--- src/design/scfb_pkg.sv ---
// Shared constants and command type for the checksum frame builder.
package scfb_pkg;

    localparam logic [7:0] FRAME_HEADER = 8'h88;
    localparam logic [7:0] MAX_PAYLOAD  = 8'd28;
    localparam int         LEFT_W       = 5;
    localparam int         QUEUE_DEPTH  = 4;

    typedef struct packed {
        logic       start;
        logic       with_data;
        logic       close;
        logic [7:0] func;
        logic [7:0] len;
        logic [7:0] data;
    } cmd_t;

endpackage

--- src/design/sum_checksum_frame_builder.sv ---
// Top level of the byte frame builder with an 8-bit sum checksum.
//
//  channel | direction | ports
//  --------+-----------+--------------------------------------------------------
//  s_      | in        | s_valid s_ready s_frame_function s_payload_length s_payload_byte
//  m_      | out       | m_valid m_ready m_out_byte m_frame_end
//
// One output byte per cycle unless m_ready stalls; a first transaction yields up to five
// bytes, a later one one or two, so the byte sequencer in the back end sets the rate.
// Input transactions are taken every cycle while the command queue has room.
// The first output byte reaches m_ after its command passes the queue and then the output register.
// Reset is synchronous and clears frame state, queue pointers and the output valid flag.
// Either side may stall independently; the queue absorbs QUEUE_DEPTH commands.
module sum_checksum_frame_builder #(
    parameter int QUEUE_DEPTH = scfb_pkg::QUEUE_DEPTH
) (
    input  logic       aclk,
    input  logic       aresetn,
    input  logic       s_valid,
    output logic       s_ready,
    input  logic [7:0] s_frame_function,
    input  logic [7:0] s_payload_length,
    input  logic [7:0] s_payload_byte,
    output logic       m_valid,
    input  logic       m_ready,
    output logic [7:0] m_out_byte,
    output logic       m_frame_end
);

    scfb_pkg::cmd_t push_cmd;
    scfb_pkg::cmd_t head_cmd;
    logic           push;
    logic           full;
    logic           pop;
    logic           head_valid;

    scfb_front u_front (
        .aclk             (aclk),
        .aresetn          (aresetn),
        .s_valid          (s_valid),
        .s_ready          (s_ready),
        .s_frame_function (s_frame_function),
        .s_payload_length (s_payload_length),
        .s_payload_byte   (s_payload_byte),
        .q_full           (full),
        .q_push           (push),
        .q_cmd            (push_cmd)
    );

    scfb_queue #(
        .DEPTH (QUEUE_DEPTH)
    ) u_queue (
        .aclk       (aclk),
        .aresetn    (aresetn),
        .push       (push),
        .push_cmd   (push_cmd),
        .full       (full),
        .pop        (pop),
        .head_cmd   (head_cmd),
        .head_valid (head_valid)
    );

    scfb_back u_back (
        .aclk        (aclk),
        .aresetn     (aresetn),
        .head_valid  (head_valid),
        .head_cmd    (head_cmd),
        .pop         (pop),
        .m_valid     (m_valid),
        .m_ready     (m_ready),
        .m_out_byte  (m_out_byte),
        .m_frame_end (m_frame_end)
    );

endmodule

--- src/design/scfb_front.sv ---
// Front end: accepts input transactions, tracks frame position, issues commands.
module scfb_front (
    input  logic                aclk,
    input  logic                aresetn,
    input  logic                s_valid,
    output logic                s_ready,
    input  logic [7:0]          s_frame_function,
    input  logic [7:0]          s_payload_length,
    input  logic [7:0]          s_payload_byte,
    input  logic                q_full,
    output logic                q_push,
    output scfb_pkg::cmd_t      q_cmd
);

    logic                        in_frame_reg, in_frame_next;
    logic [scfb_pkg::LEFT_W-1:0] left_reg, left_next;
    logic                        accept;
    logic                        too_long;

    assign s_ready  = !q_full;
    assign accept   = s_valid && s_ready;
    assign too_long = s_payload_length > scfb_pkg::MAX_PAYLOAD;

    always_comb begin
        in_frame_next   = in_frame_reg;
        left_next       = left_reg;
        q_push          = 1'b0;
        q_cmd.func      = s_frame_function;
        q_cmd.len       = s_payload_length;
        q_cmd.data      = s_payload_byte;
        q_cmd.start     = !in_frame_reg;
        q_cmd.with_data = 1'b1;
        q_cmd.close     = 1'b0;
        if (accept) begin
            if (!in_frame_reg) begin
                // drop an oversize first transaction without output
                if (!too_long) begin
                    q_push          = 1'b1;
                    q_cmd.with_data = s_payload_length != 8'd0;
                    q_cmd.close     = s_payload_length <= 8'd1;
                    if (s_payload_length > 8'd1) begin
                        in_frame_next = 1'b1;
                        left_next     = s_payload_length[scfb_pkg::LEFT_W-1:0]
                                        - {{(scfb_pkg::LEFT_W-1){1'b0}}, 1'b1};
                    end
                end
            end else begin
                q_push      = 1'b1;
                q_cmd.close = left_reg <= {{(scfb_pkg::LEFT_W-1){1'b0}}, 1'b1};
                if (q_cmd.close) begin
                    in_frame_next = 1'b0;
                    left_next     = '0;
                end else begin
                    left_next = left_reg - {{(scfb_pkg::LEFT_W-1){1'b0}}, 1'b1};
                end
            end
        end
    end

    always_ff @(posedge aclk) begin
        if (!aresetn) begin
            in_frame_reg <= 1'b0;
            left_reg     <= '0;
        end else begin
            in_frame_reg <= in_frame_next;
            left_reg     <= left_next;
        end
    end

    a_open_frame_has_left: assert property (@(posedge aclk) disable iff (!aresetn)
        in_frame_reg |-> left_reg != '0)
        else $error("open frame with no payload left");

endmodule

--- src/design/scfb_queue.sv ---
// Short command queue between the front end and the byte sequencer.
module scfb_queue #(
    parameter int DEPTH = scfb_pkg::QUEUE_DEPTH
) (
    input  logic           aclk,
    input  logic           aresetn,
    input  logic           push,
    input  scfb_pkg::cmd_t push_cmd,
    output logic           full,
    input  logic           pop,
    output scfb_pkg::cmd_t head_cmd,
    output logic           head_valid
);

    localparam int PW = (DEPTH > 1) ? $clog2(DEPTH) : 1;
    localparam int CW = $clog2(DEPTH + 1);

    scfb_pkg::cmd_t mem [DEPTH];
    logic [PW-1:0]  wr_ptr_reg, rd_ptr_reg;
    logic [CW-1:0]  count_reg;

    assign full       = count_reg == CW'(DEPTH);
    assign head_valid = count_reg != '0;
    assign head_cmd   = mem[rd_ptr_reg];

    always_ff @(posedge aclk) begin
        if (push) begin
            mem[wr_ptr_reg] <= push_cmd;
        end
    end

    always_ff @(posedge aclk) begin
        if (!aresetn) begin
            wr_ptr_reg <= '0;
            rd_ptr_reg <= '0;
            count_reg  <= '0;
        end else begin
            if (push) begin
                wr_ptr_reg <= (wr_ptr_reg == PW'(DEPTH - 1)) ? '0 : wr_ptr_reg + 1'b1;
            end
            if (pop) begin
                rd_ptr_reg <= (rd_ptr_reg == PW'(DEPTH - 1)) ? '0 : rd_ptr_reg + 1'b1;
            end
            if (push && !pop) begin
                count_reg <= count_reg + 1'b1;
            end else if (pop && !push) begin
                count_reg <= count_reg - 1'b1;
            end
        end
    end

    a_no_push_when_full: assert property (@(posedge aclk) disable iff (!aresetn)
        !(push && full))
        else $error("push into full queue");

    a_no_pop_when_empty: assert property (@(posedge aclk) disable iff (!aresetn)
        pop |-> head_valid)
        else $error("pop from empty queue");

endmodule

--- src/design/scfb_back.sv ---
// Back end: walks each command through its frame bytes and keeps the checksum.
module scfb_back (
    input  logic           aclk,
    input  logic           aresetn,
    input  logic           head_valid,
    input  scfb_pkg::cmd_t head_cmd,
    output logic           pop,
    output logic           m_valid,
    input  logic           m_ready,
    output logic [7:0]     m_out_byte,
    output logic           m_frame_end
);

    localparam logic [2:0] ST_HDR  = 3'd0;
    localparam logic [2:0] ST_FUNC = 3'd1;
    localparam logic [2:0] ST_LEN  = 3'd2;
    localparam logic [2:0] ST_DATA = 3'd3;
    localparam logic [2:0] ST_CSUM = 3'd4;

    logic [2:0] step_reg, step_next;
    logic       started_reg, started_next;
    logic [7:0] sum_reg, sum_next;
    logic       m_valid_reg;
    logic [7:0] m_out_byte_reg;
    logic       m_frame_end_reg;
    logic [2:0] cur_step;
    logic       emit;
    logic       last;
    logic [7:0] byte_val;

    assign emit     = head_valid && (!m_valid_reg || m_ready);
    assign cur_step = started_reg ? step_reg : (head_cmd.start ? ST_HDR : ST_DATA);

    always_comb begin
        byte_val  = head_cmd.data;
        sum_next  = sum_reg;
        step_next = step_reg;
        last      = 1'b0;
        unique case (cur_step)
            ST_HDR: begin
                byte_val  = scfb_pkg::FRAME_HEADER;
                sum_next  = scfb_pkg::FRAME_HEADER;
                step_next = ST_FUNC;
            end
            ST_FUNC: begin
                byte_val  = head_cmd.func;
                sum_next  = sum_reg + head_cmd.func;
                step_next = ST_LEN;
            end
            ST_LEN: begin
                byte_val  = head_cmd.len;
                sum_next  = sum_reg + head_cmd.len;
                step_next = head_cmd.with_data ? ST_DATA : ST_CSUM;
            end
            ST_DATA: begin
                byte_val  = head_cmd.data;
                sum_next  = sum_reg + head_cmd.data;
                step_next = ST_CSUM;
                last      = !head_cmd.close;
            end
            ST_CSUM: begin
                byte_val  = sum_reg;
                last      = 1'b1;
            end
            default: begin
                byte_val  = sum_reg;
                last      = 1'b1;
            end
        endcase
    end

    assign pop          = emit && last;
    assign started_next = emit ? !last : started_reg;

    always_ff @(posedge aclk) begin
        if (!aresetn) begin
            step_reg    <= ST_HDR;
            started_reg <= 1'b0;
            sum_reg     <= '0;
            m_valid_reg <= 1'b0;
        end else begin
            started_reg <= started_next;
            if (emit) begin
                step_reg    <= step_next;
                sum_reg     <= sum_next;
                m_valid_reg <= 1'b1;
            end else if (m_ready) begin
                m_valid_reg <= 1'b0;
            end
        end
    end

    // hold the payload while the transaction is stalled
    always_ff @(posedge aclk) begin
        if (emit) begin
            m_out_byte_reg  <= byte_val;
            m_frame_end_reg <= cur_step == ST_CSUM;
        end
    end

    assign m_valid     = m_valid_reg;
    assign m_out_byte  = m_out_byte_reg;
    assign m_frame_end = m_frame_end_reg;

    a_started_needs_head: assert property (@(posedge aclk) disable iff (!aresetn)
        started_reg |-> head_valid)
        else $error("sequencer mid-command with empty queue");

    a_started_past_first: assert property (@(posedge aclk) disable iff (!aresetn)
        started_reg |-> step_reg != ST_HDR)
        else $error("sequencer returned to header mid-command");

endmodule
--- config.mk ---
export PLATFORM = sky130hd
export DESIGN_NAME = sum_checksum_frame_builder
export DESIGN_NICKNAME = d
export VERILOG_FILES = /design/src/design/scfb_pkg.sv /design/src/design/sum_checksum_frame_builder.sv /design/src/design/scfb_front.sv /design/src/design/scfb_queue.sv /design/src/design/scfb_back.sv
export SDC_FILE = /design/constraint.sdc
export NUM_CORES = 1
export LEC_CHECK = 0
export CELL_PAD_IN_SITES_DETAIL_PLACEMENT = 1
export CELL_PAD_IN_SITES_GLOBAL_PLACEMENT = 2
export CORE_AREA = 2 2 118 120
export CTS_CLUSTER_DIAMETER = 100
export DETAILED_ROUTE_END_ITERATION = 8
export DIE_AREA = 0 0 120 122
export DONT_BUFFER_PORTS = 1
export PLACE_DENSITY_LB_ADDON = 0.08
export SETUP_SLACK_MARGIN = 0.3
export SLEW_MARGIN = 20
export SYNTH_ARGS = -nofsm -noshare
export SYNTH_HDL_FRONTEND = slang
export SYNTH_HIERARCHICAL = 1
export SYNTH_SLANG_ARGS = --single-unit
export TNS_END_PERCENT = 100
--- constraint.sdc ---
create_clock -name aclk -period 8.9 [get_ports aclk]
set_clock_uncertainty 0.05 [all_clocks]
set_input_delay 2.67 -clock aclk [delete_from_list [all_inputs] [get_ports aclk]]
set_output_delay 2.67 -clock aclk [all_outputs]
set_load 0.01 [all_outputs]
==> results of run 1 <==
worst max-delay path, delay by kind of cell:
kind | cells | cell delay (ns)
simple gates | 3 | 0.88
buf+inv | 2 | 0.12
fa+ha+maj | 3 | 0.89
xor+xnor | 1 | 0.16
compound gates | 2 | 0.25
power by group through the flow:
stage	Sequential (W)	Clock, W	Combinational [W]
after floorplan	0.000801	0	0.000180
after global placement	0.000811	0	0.000201
after detailed placement	0.000812	0	0.000205
after CTS	0.000798	0.000691	0.000206
after global routing	0.000802	0.000717	0.000228
final	0.000798	0.000678	0.000203
layout make-up:
type	instances	area, um2
clock inverters	14	129
multi-input cells	244	2170
clock buffers	18	429
repair buffers	4	30.0
fillers	1315	6380
inverters	17	63.8
well taps	180	225
flip-flops and latches	145	4080
cell families after synthesis:
logic type	count (synthesis)
buf+inv	57
simple gates	93
compound gates	77
xor+xnor	11
flops	145
fa+ha+maj	19
mux	44
cell usage in the layout (no fill, tap or decap), drive strengths merged, types with 14 or more instances in the layout:
| master | instances |
|---|---|
| nor2b | 14 |
| nor2 | 29 |
| dfxtp | 28 |
| ha | 17 |
| mux4 | 27 |
| clkbuf | 18 |
| inv | 23 |
| a21oi | 31 |
| mux2i | 17 |
| edfxtp | 117 |
final timing paths:
kind | cells after the start | to | slack [ns]
setup / recovery | 11 | u_queue/count_reg[2]$_SDFFE_PN0P_ | 4.21
hold / removal | 2 | u_back/sum_reg[1]$_SDFFE_PN0P_ | 0.46
setup reg to reg | 12 | u_back/sum_reg[7]$_SDFFE_PN0P_ | 5.04
hold reg to reg | 2 | u_back/sum_reg[1]$_SDFFE_PN0P_ | 0.46
synthesized netlist by cell type (4+ instances only):
library cell / instances / area [um2]
a21oi_1: 29 / 145
ha_1: 17 / 213
mux2i_1: 17 / 170
xor2_1: 5 / 43.8
xnor2_1: 6 / 52.6
nor2_1: 29 / 109
nor2b_1: 14 / 87.6
mux4_1: 7 / 184
nor3_1: 6 / 30.0
inv_1: 16 / 60.1
or3_1: 4 / 25.0
edfxtp_1: 117 / 3510
o21ai_0: 9 / 45.0
o21a_1: 6 / 45.0
buf_2: 6 / 30.0
and2_1: 7 / 43.8
clkbuf_1: 5 / 18.8
mux4_2: 20 / 450
nand2_1: 11 / 41.3
dfxtp_1: 28 / 561
a22oi_1: 5 / 37.5
nand2b_1: 4 / 25.0
buf_4: 24 / 180
stage by stage:
stage | utilization, % | total power [W] | setup slack (ns) | instance area, um2 | hold WS [ns]
2_1_floorplan | - | 0.000980 | 4.07 | 6610 | 0.417
3_3_place_gp | 48.6 | 0.00101 | 3.86 | 6570 | 0.434
3_5_place_dp | 48.6 | 0.00102 | 3.76 | 6570 | 0.454
4_1_cts | 52.8 | 0.00170 | 4.19 | 7120 | 0.463
5_1_grt | 52.8 | 0.00175 | 4.03 | 7120 | 0.490
6_report | 52.8 | 0.00168 | 4.21 | 7120 | 0.457
routing by layer:
layer  share of wire (%)  global-route usage, %  vias to the layer above
li1                    -                      -                     1653
met1                  43                   24.3                     1832
met2                  52                   34.0                       52
met3                 3.7                   4.82                       18
met4                 1.5                   7.87                        0
met5                   0                      0                        -
==> results.md, run 1 <==
* Crit path max fanout at 7
* CORE AREA at 13500 um2
* Die area at around 15000 um2
* Max_slew headroom at 44.3%
* Drt pass-1 iters at 4
* Prevailing post-synth register cell: edfxtp_1
* Tot GR Track Use at 19.9%
* Vias in the first global route at 3809
* Syn Std Cell Area at roughly 6600 um2
* Critical setup path kind: in -> reg
* Required time of the critical path at 9.20 ns
* Class of the worst hold path: reg -> reg
* Initial antenna violation count at 0
* Via density at 5.72
* Number of port buffers at 0
* Synthesis-stage register bit count at 145
* CTS Buf Count at 17
* Logic gate share of total power at 12.1%
* Clock Power Share at 40.4%
* Worst setup path start: s_payload_length[1]
* Final Cycle Share at 52.7%
* Clock Sinks at 145
* Internal power at 0.00124 W
* Crit. End Element: flop
* Simple-gate share of the synthesized area at 7.61%
* Final nets at 476
* FFs w/ async S/R, synth at 0%
* Routed length per instance at 21.2 um
* H-tree depth at 4
* Initial core utilization at roughly half
* RSZ-0062 raised after global routing: no
* Worst-Margin Slew at approximately 0.83 ns
* CTS tree: done
* Total setup buffers inserted after CTS at 0
* Std-Cell Rows at 43
* Largest net degree at the start of global routing at 30
* Layout cell share with drive strength beyond 1 at around 15%
* Combinational family with the most area after synthesis: multiplexers
* Post-DP HPWL at 8750 um
* Largest register FFs at 108
* Gate Count Post-Synth at 446
* Worst VDD drop at 160 uV
* CP max stage delay at 0.38 ns
* Die outline height at approximately 120 um
* Die Width at about 120 um
* Status: completed
* Sequential area share after synthesis at 61.6%
* Xor and xnor fraction of the mapped netlist area at 1.46%
* CP startpoint kind: primary input
* Min cycle time layout at between 4 and 5 ns
* Pwr dens at 236 nW/um2
* Critical-path cell list: inv_1 > ha_1 > nand4b_1 > a21oi_1 > nor2_1 > ha_1 > inv_1 > fa_1 > xor2_1 > or3_1 > a21boi_0
* Mux cell area share after synthesis at 12.2%
* Io pins at 39
* Cell Count, Final, Fillers Out at 622
* Total grt overflow at 0
* Post-synth EDFFs at 117
* Initial DRC count at 276
* Dpl cells at 590
* Switching part of the total power at 26.1%
* RePlAce Congestion at just under 0.8
* Worst-skew pair later-pin latency at 0.43 ns
* Root buffer cell: clkbuf_16
* Net switching power at 0.000439 W
* Synth Area in Compound Gates at 7.76%
* Syn Area/Cell at between 10 and 15 um2
* Post-cts resize count at 0
* Hold Crit Start: u_back/sum_reg[1]$_SDFFE_PN0P_
* Sum Neg Setup Slack at 0 ns
* Syn_nets at a little under 500
* Endpoints failing setup at 0
* Crit path DAT at about 5 ns
* ANT nets after route at 0
* Global-route wire length before repair at 21100 um
* Sequential Power Share at 47.5%
* Maximum Capacitance Violations at 0
* Lkg Pwr at 2.40 nW
* Final Max Slew Viols at 0
* Slowest cell on the critical path: nor2_1
* Warnings from Yosys at 6
* Vias at 3555
* Synth cell types at between 50 and 60
* DRC violations left at 0
* Area Growth Syn to Fin at 7.78%
* Diodes inserted at 0
* Clk buf depth at 2
* Final Hold Violating Endpoints at 0
* Fmax at around 210 MHz
* Area share of fa/ha/maj cells after synthesis at 3.82%
* Post-CTS Hold Fix Bufs at 0
* Clock slew at reported path FFs at about 0.060 ns
* Detailed Route WL at between 10000 and 15000 um
Note: power is estimated with default switching activity, not from simulation.
==> inputs of run 2 (changes only) <==
--- a/config.mk
+++ b/config.mk
@@ -5,12 +5,13 @@
 export SDC_FILE = /design/constraint.sdc
 export NUM_CORES = 1
 export LEC_CHECK = 0
+export ABC_AREA = 1
 export CELL_PAD_IN_SITES_DETAIL_PLACEMENT = 1
 export CELL_PAD_IN_SITES_GLOBAL_PLACEMENT = 2
-export CORE_AREA = 2 2 118 120
+export CORE_AREA = 2 2 138 140
 export CTS_CLUSTER_DIAMETER = 100
 export DETAILED_ROUTE_END_ITERATION = 8
-export DIE_AREA = 0 0 120 122
+export DIE_AREA = 0 0 140 142
 export DONT_BUFFER_PORTS = 1
 export PLACE_DENSITY_LB_ADDON = 0.08
 export SETUP_SLACK_MARGIN = 0.3
==> constraint.sdc (replaced) <==
create_clock -name aclk -period 4.16 [get_ports aclk]
set_clock_uncertainty 0.05 [all_clocks]
set_input_delay 1.248 -clock aclk [delete_from_list [all_inputs] [get_ports aclk]]
set_output_delay 1.248 -clock aclk [all_outputs]
set_load 0.01 [all_outputs]
==> run 2 against run 1 <==
- the flow now finishes with violations (DRC)
- die area rose by 36%
- power increased to 2.7 times the previous value
- hold slack got worse by 0.016 ns
- highest routed layer unchanged
- combinational power rose to 5.9 times the previous value
- via count rose by 30%
==> results.md, run 2 <==
* Final Hold Slack at roughly 0.44 ns
* Min cycle time layout at 3.10 ns
* Crit. End Element: flop
* Sum Neg Setup Slack at 0 ns
* Top cells by count, synth: edfxtp_1, nand2_1, nor2_1, inv_1, o21ai_0
* CTS tree: done
* Root buffer cell: clkbuf_16
* Clk buf depth at 2
* Most instantiated library cell after synthesis: edfxtp_1
* Class of the worst hold path: reg -> reg
* Lkg Pwr at 2.81 nW
* Post-CTS Hold Fix Bufs at 0
* FFs w/ async S/R, synth at 0%
* Post-synth EDFFs at about 120
* Pwr dens at 603 nW/um2
* Worst Path Buf+Inv at 1
* Worst VDD drop at 298 uV
* DRC violations left at 3
* Number of port buffers at 0
* Status: finished with violations
* Largest net degree at the start of global routing at 55
* Layout cell share with drive strength beyond 1 at between 10% and 20%
* Pre-CTS setup slack at 1.02 ns
* Tot GR Track Use at 18.1%
* Critical Path Stages at 16
* Warnings from Yosys at 6
* Worst-Margin Slew at 0.529 ns
* Initial DRC count at 202
* CP startpoint kind: flop
* Util after Layout at 40.4%
* Most common cell after layout, fill and taps aside: edfxtp_1
* Syn Std Cell Area at 6880 um2
* Final nets at 691
* CTS Buf Count at 17
* RePlAce Congestion at ~0.9
* Final Max Slew Viols at 0
* Vias at 4613
* Syn Area/Cell at 10.4 um2
* Diodes inserted at 0
* Crit path max fanout at 54
* Slowest cell on the critical path: ha_1
* Vias in the first global route at between 5000 and 6000
* Max_slew headroom at between 60% and 70%
* Synth top area cells: edfxtp_1, dfxtp_1, nand2_1
* Endpoints failing setup at 0
* Routed length per instance at 18.9 um
* Crit path DAT at 3.39 ns
* H-tree depth at 4
* Syn_nets at just over 700
* Drt pass-1 iters at 7
* Reg2reg path depth at 16
* Cell family with most CP delay: compound AO/OA/AOI/OAI gates
* Final Hold Violating Endpoints at 0
* Die outline height at about 140 um
* Total grt overflow at 0
* ANT nets after route at 0
* Post-cts resize count at 0
* Synth cell types at 47
* CP max stage delay at 0.39 ns
* Total setup buffers inserted after CTS at 0
* Die Width at roughly 140 um
* Post-DP HPWL at approximately 12000 um
* RSZ-0062 raised after global routing: no
* Fmax at 323 MHz
* Largest register FFs at between 100 and 150
* Failing checks: DRC
* Synthesis-stage register bit count at 145
* Area Growth Syn to Fin at 8.28%
* Sequential area share after synthesis at 59.2%
* Io pins at 39
* Global-route wire length before repair at between 20000 and 30000 um
* Final Cycle Share at about three quarters
* Initial antenna violation count at 0
* Top cell type's share of synthesized area at 51.1%
* CORE AREA at 18500 um2
* Most frequent cells in the layout: edfxtp_1, nand2_1, nor2_1
* Tot Pwr at 0.00449 W
* Worst-skew pair later-pin latency at around 0.42 ns
* Prevailing post-synth register cell: edfxtp_1
* Std-Cell Rows at 50
* Detailed Route WL at 16800 um
* Clock Sinks at 145
* Gate Count Post-Synth at 660
* Post-synth top area cell: edfxtp_1
* Maximum Capacitance Violations at 0
* Required time of the critical path at 4.45 ns
* Initial core utilization at 37.3%
* Hold path cells at 2
* Via density at between 5 and 6
* Clock slew at reported path FFs at 0.06 ns
* Critical-path cell list: inv_8 > o21ai_0 > o22ai_1 > nand2_4 > nand3_4 > nor2_4 > a22oi_1 > o21ai_0 > ha_1 > nand3_1 > nand3_1 > a31oi_1 > nor2_1 > nor2_1 > nand2_1 > a21oi_1
* Final WS setup at 1.06 ns
* Die area at between 15000 and 20000 um2
* Critical setup path kind: reg -> reg
run 2: report_power, final:
group	total, W	switching, W	internal (W)
Combinational	0.00120	0.000835	0.000365
Clock	0.00146	0.000621	0.000835
Sequential	0.00184	0.000117	0.00172
Total	0.00449	0.00157	0.00292
run 2: metrics by stage:
stage | instance area, um2 | std cells
2_1_floorplan | 6880 | 660
4_1_cts | 7450 | 891
5_1_grt | 7450 | 891
3_3_place_gp | 6890 | 859
6_report | 7450 | 891
3_5_place_dp | 6890 | 859
run 2: layout make-up:
class / instances / area [um2]
clock buffer: 19 / 433
clock inverter: 13 / 126
fill: 2035 / 11000
inverter: 65 / 259
multi-input combinational: 407 / 2200
sequential: 145 / 4080
tap: 234 / 293
timing repair buffer: 8 / 60.1
run 2: metal layers:
metal / global-route usage (%) / vias to the layer above / share of wire [%]
met2: 30.9 / 84 / 49
met3: 5.55 / 24 / 5.8
met5: 0 / - / 0
met4: 6.70 / 0 / 2.3
met1: 21.8 / 2277 / 43
li1: - / 2228 / -
run 2: tightest hold or removal path, cell delays in order, from the launching register on:
cell	delay (ns)
dfxtp_1	0.33
nand2_1	0.07
a21oi_1	0.05
run 2: final timing paths:
path | from | to | slack, ns
setup reg to reg | flop | u_back/sum_reg[5]$_SDFFE_PN0P_ | 1.06
hold reg to reg | u_back/sum_reg[0]$_SDFFE_PN0P_ | u_back/sum_reg[0]$_SDFFE_PN0P_ | 0.44
setup / recovery | flop | u_back/sum_reg[5]$_SDFFE_PN0P_ | 1.06
hold / removal | u_back/sum_reg[0]$_SDFFE_PN0P_ | u_back/sum_reg[0]$_SDFFE_PN0P_ | 0.44
run 2: cells by family (layout without fill, tap and decap cells):
family / Yosys count / in the layout / share of synthesized area [%]
buffers and inverters: 108 / 105 / 8.77
AO/OA/AOI/OAI: 129 / 129 / 10.9
flip-flops: 145 / 145 / 59.2
XOR/XNOR: 4 / 4 / 0.509
AND/OR/NAND/NOR: 255 / 255 / 16.9
adder cells (fa/ha/maj): 19 / 19 / 3.67
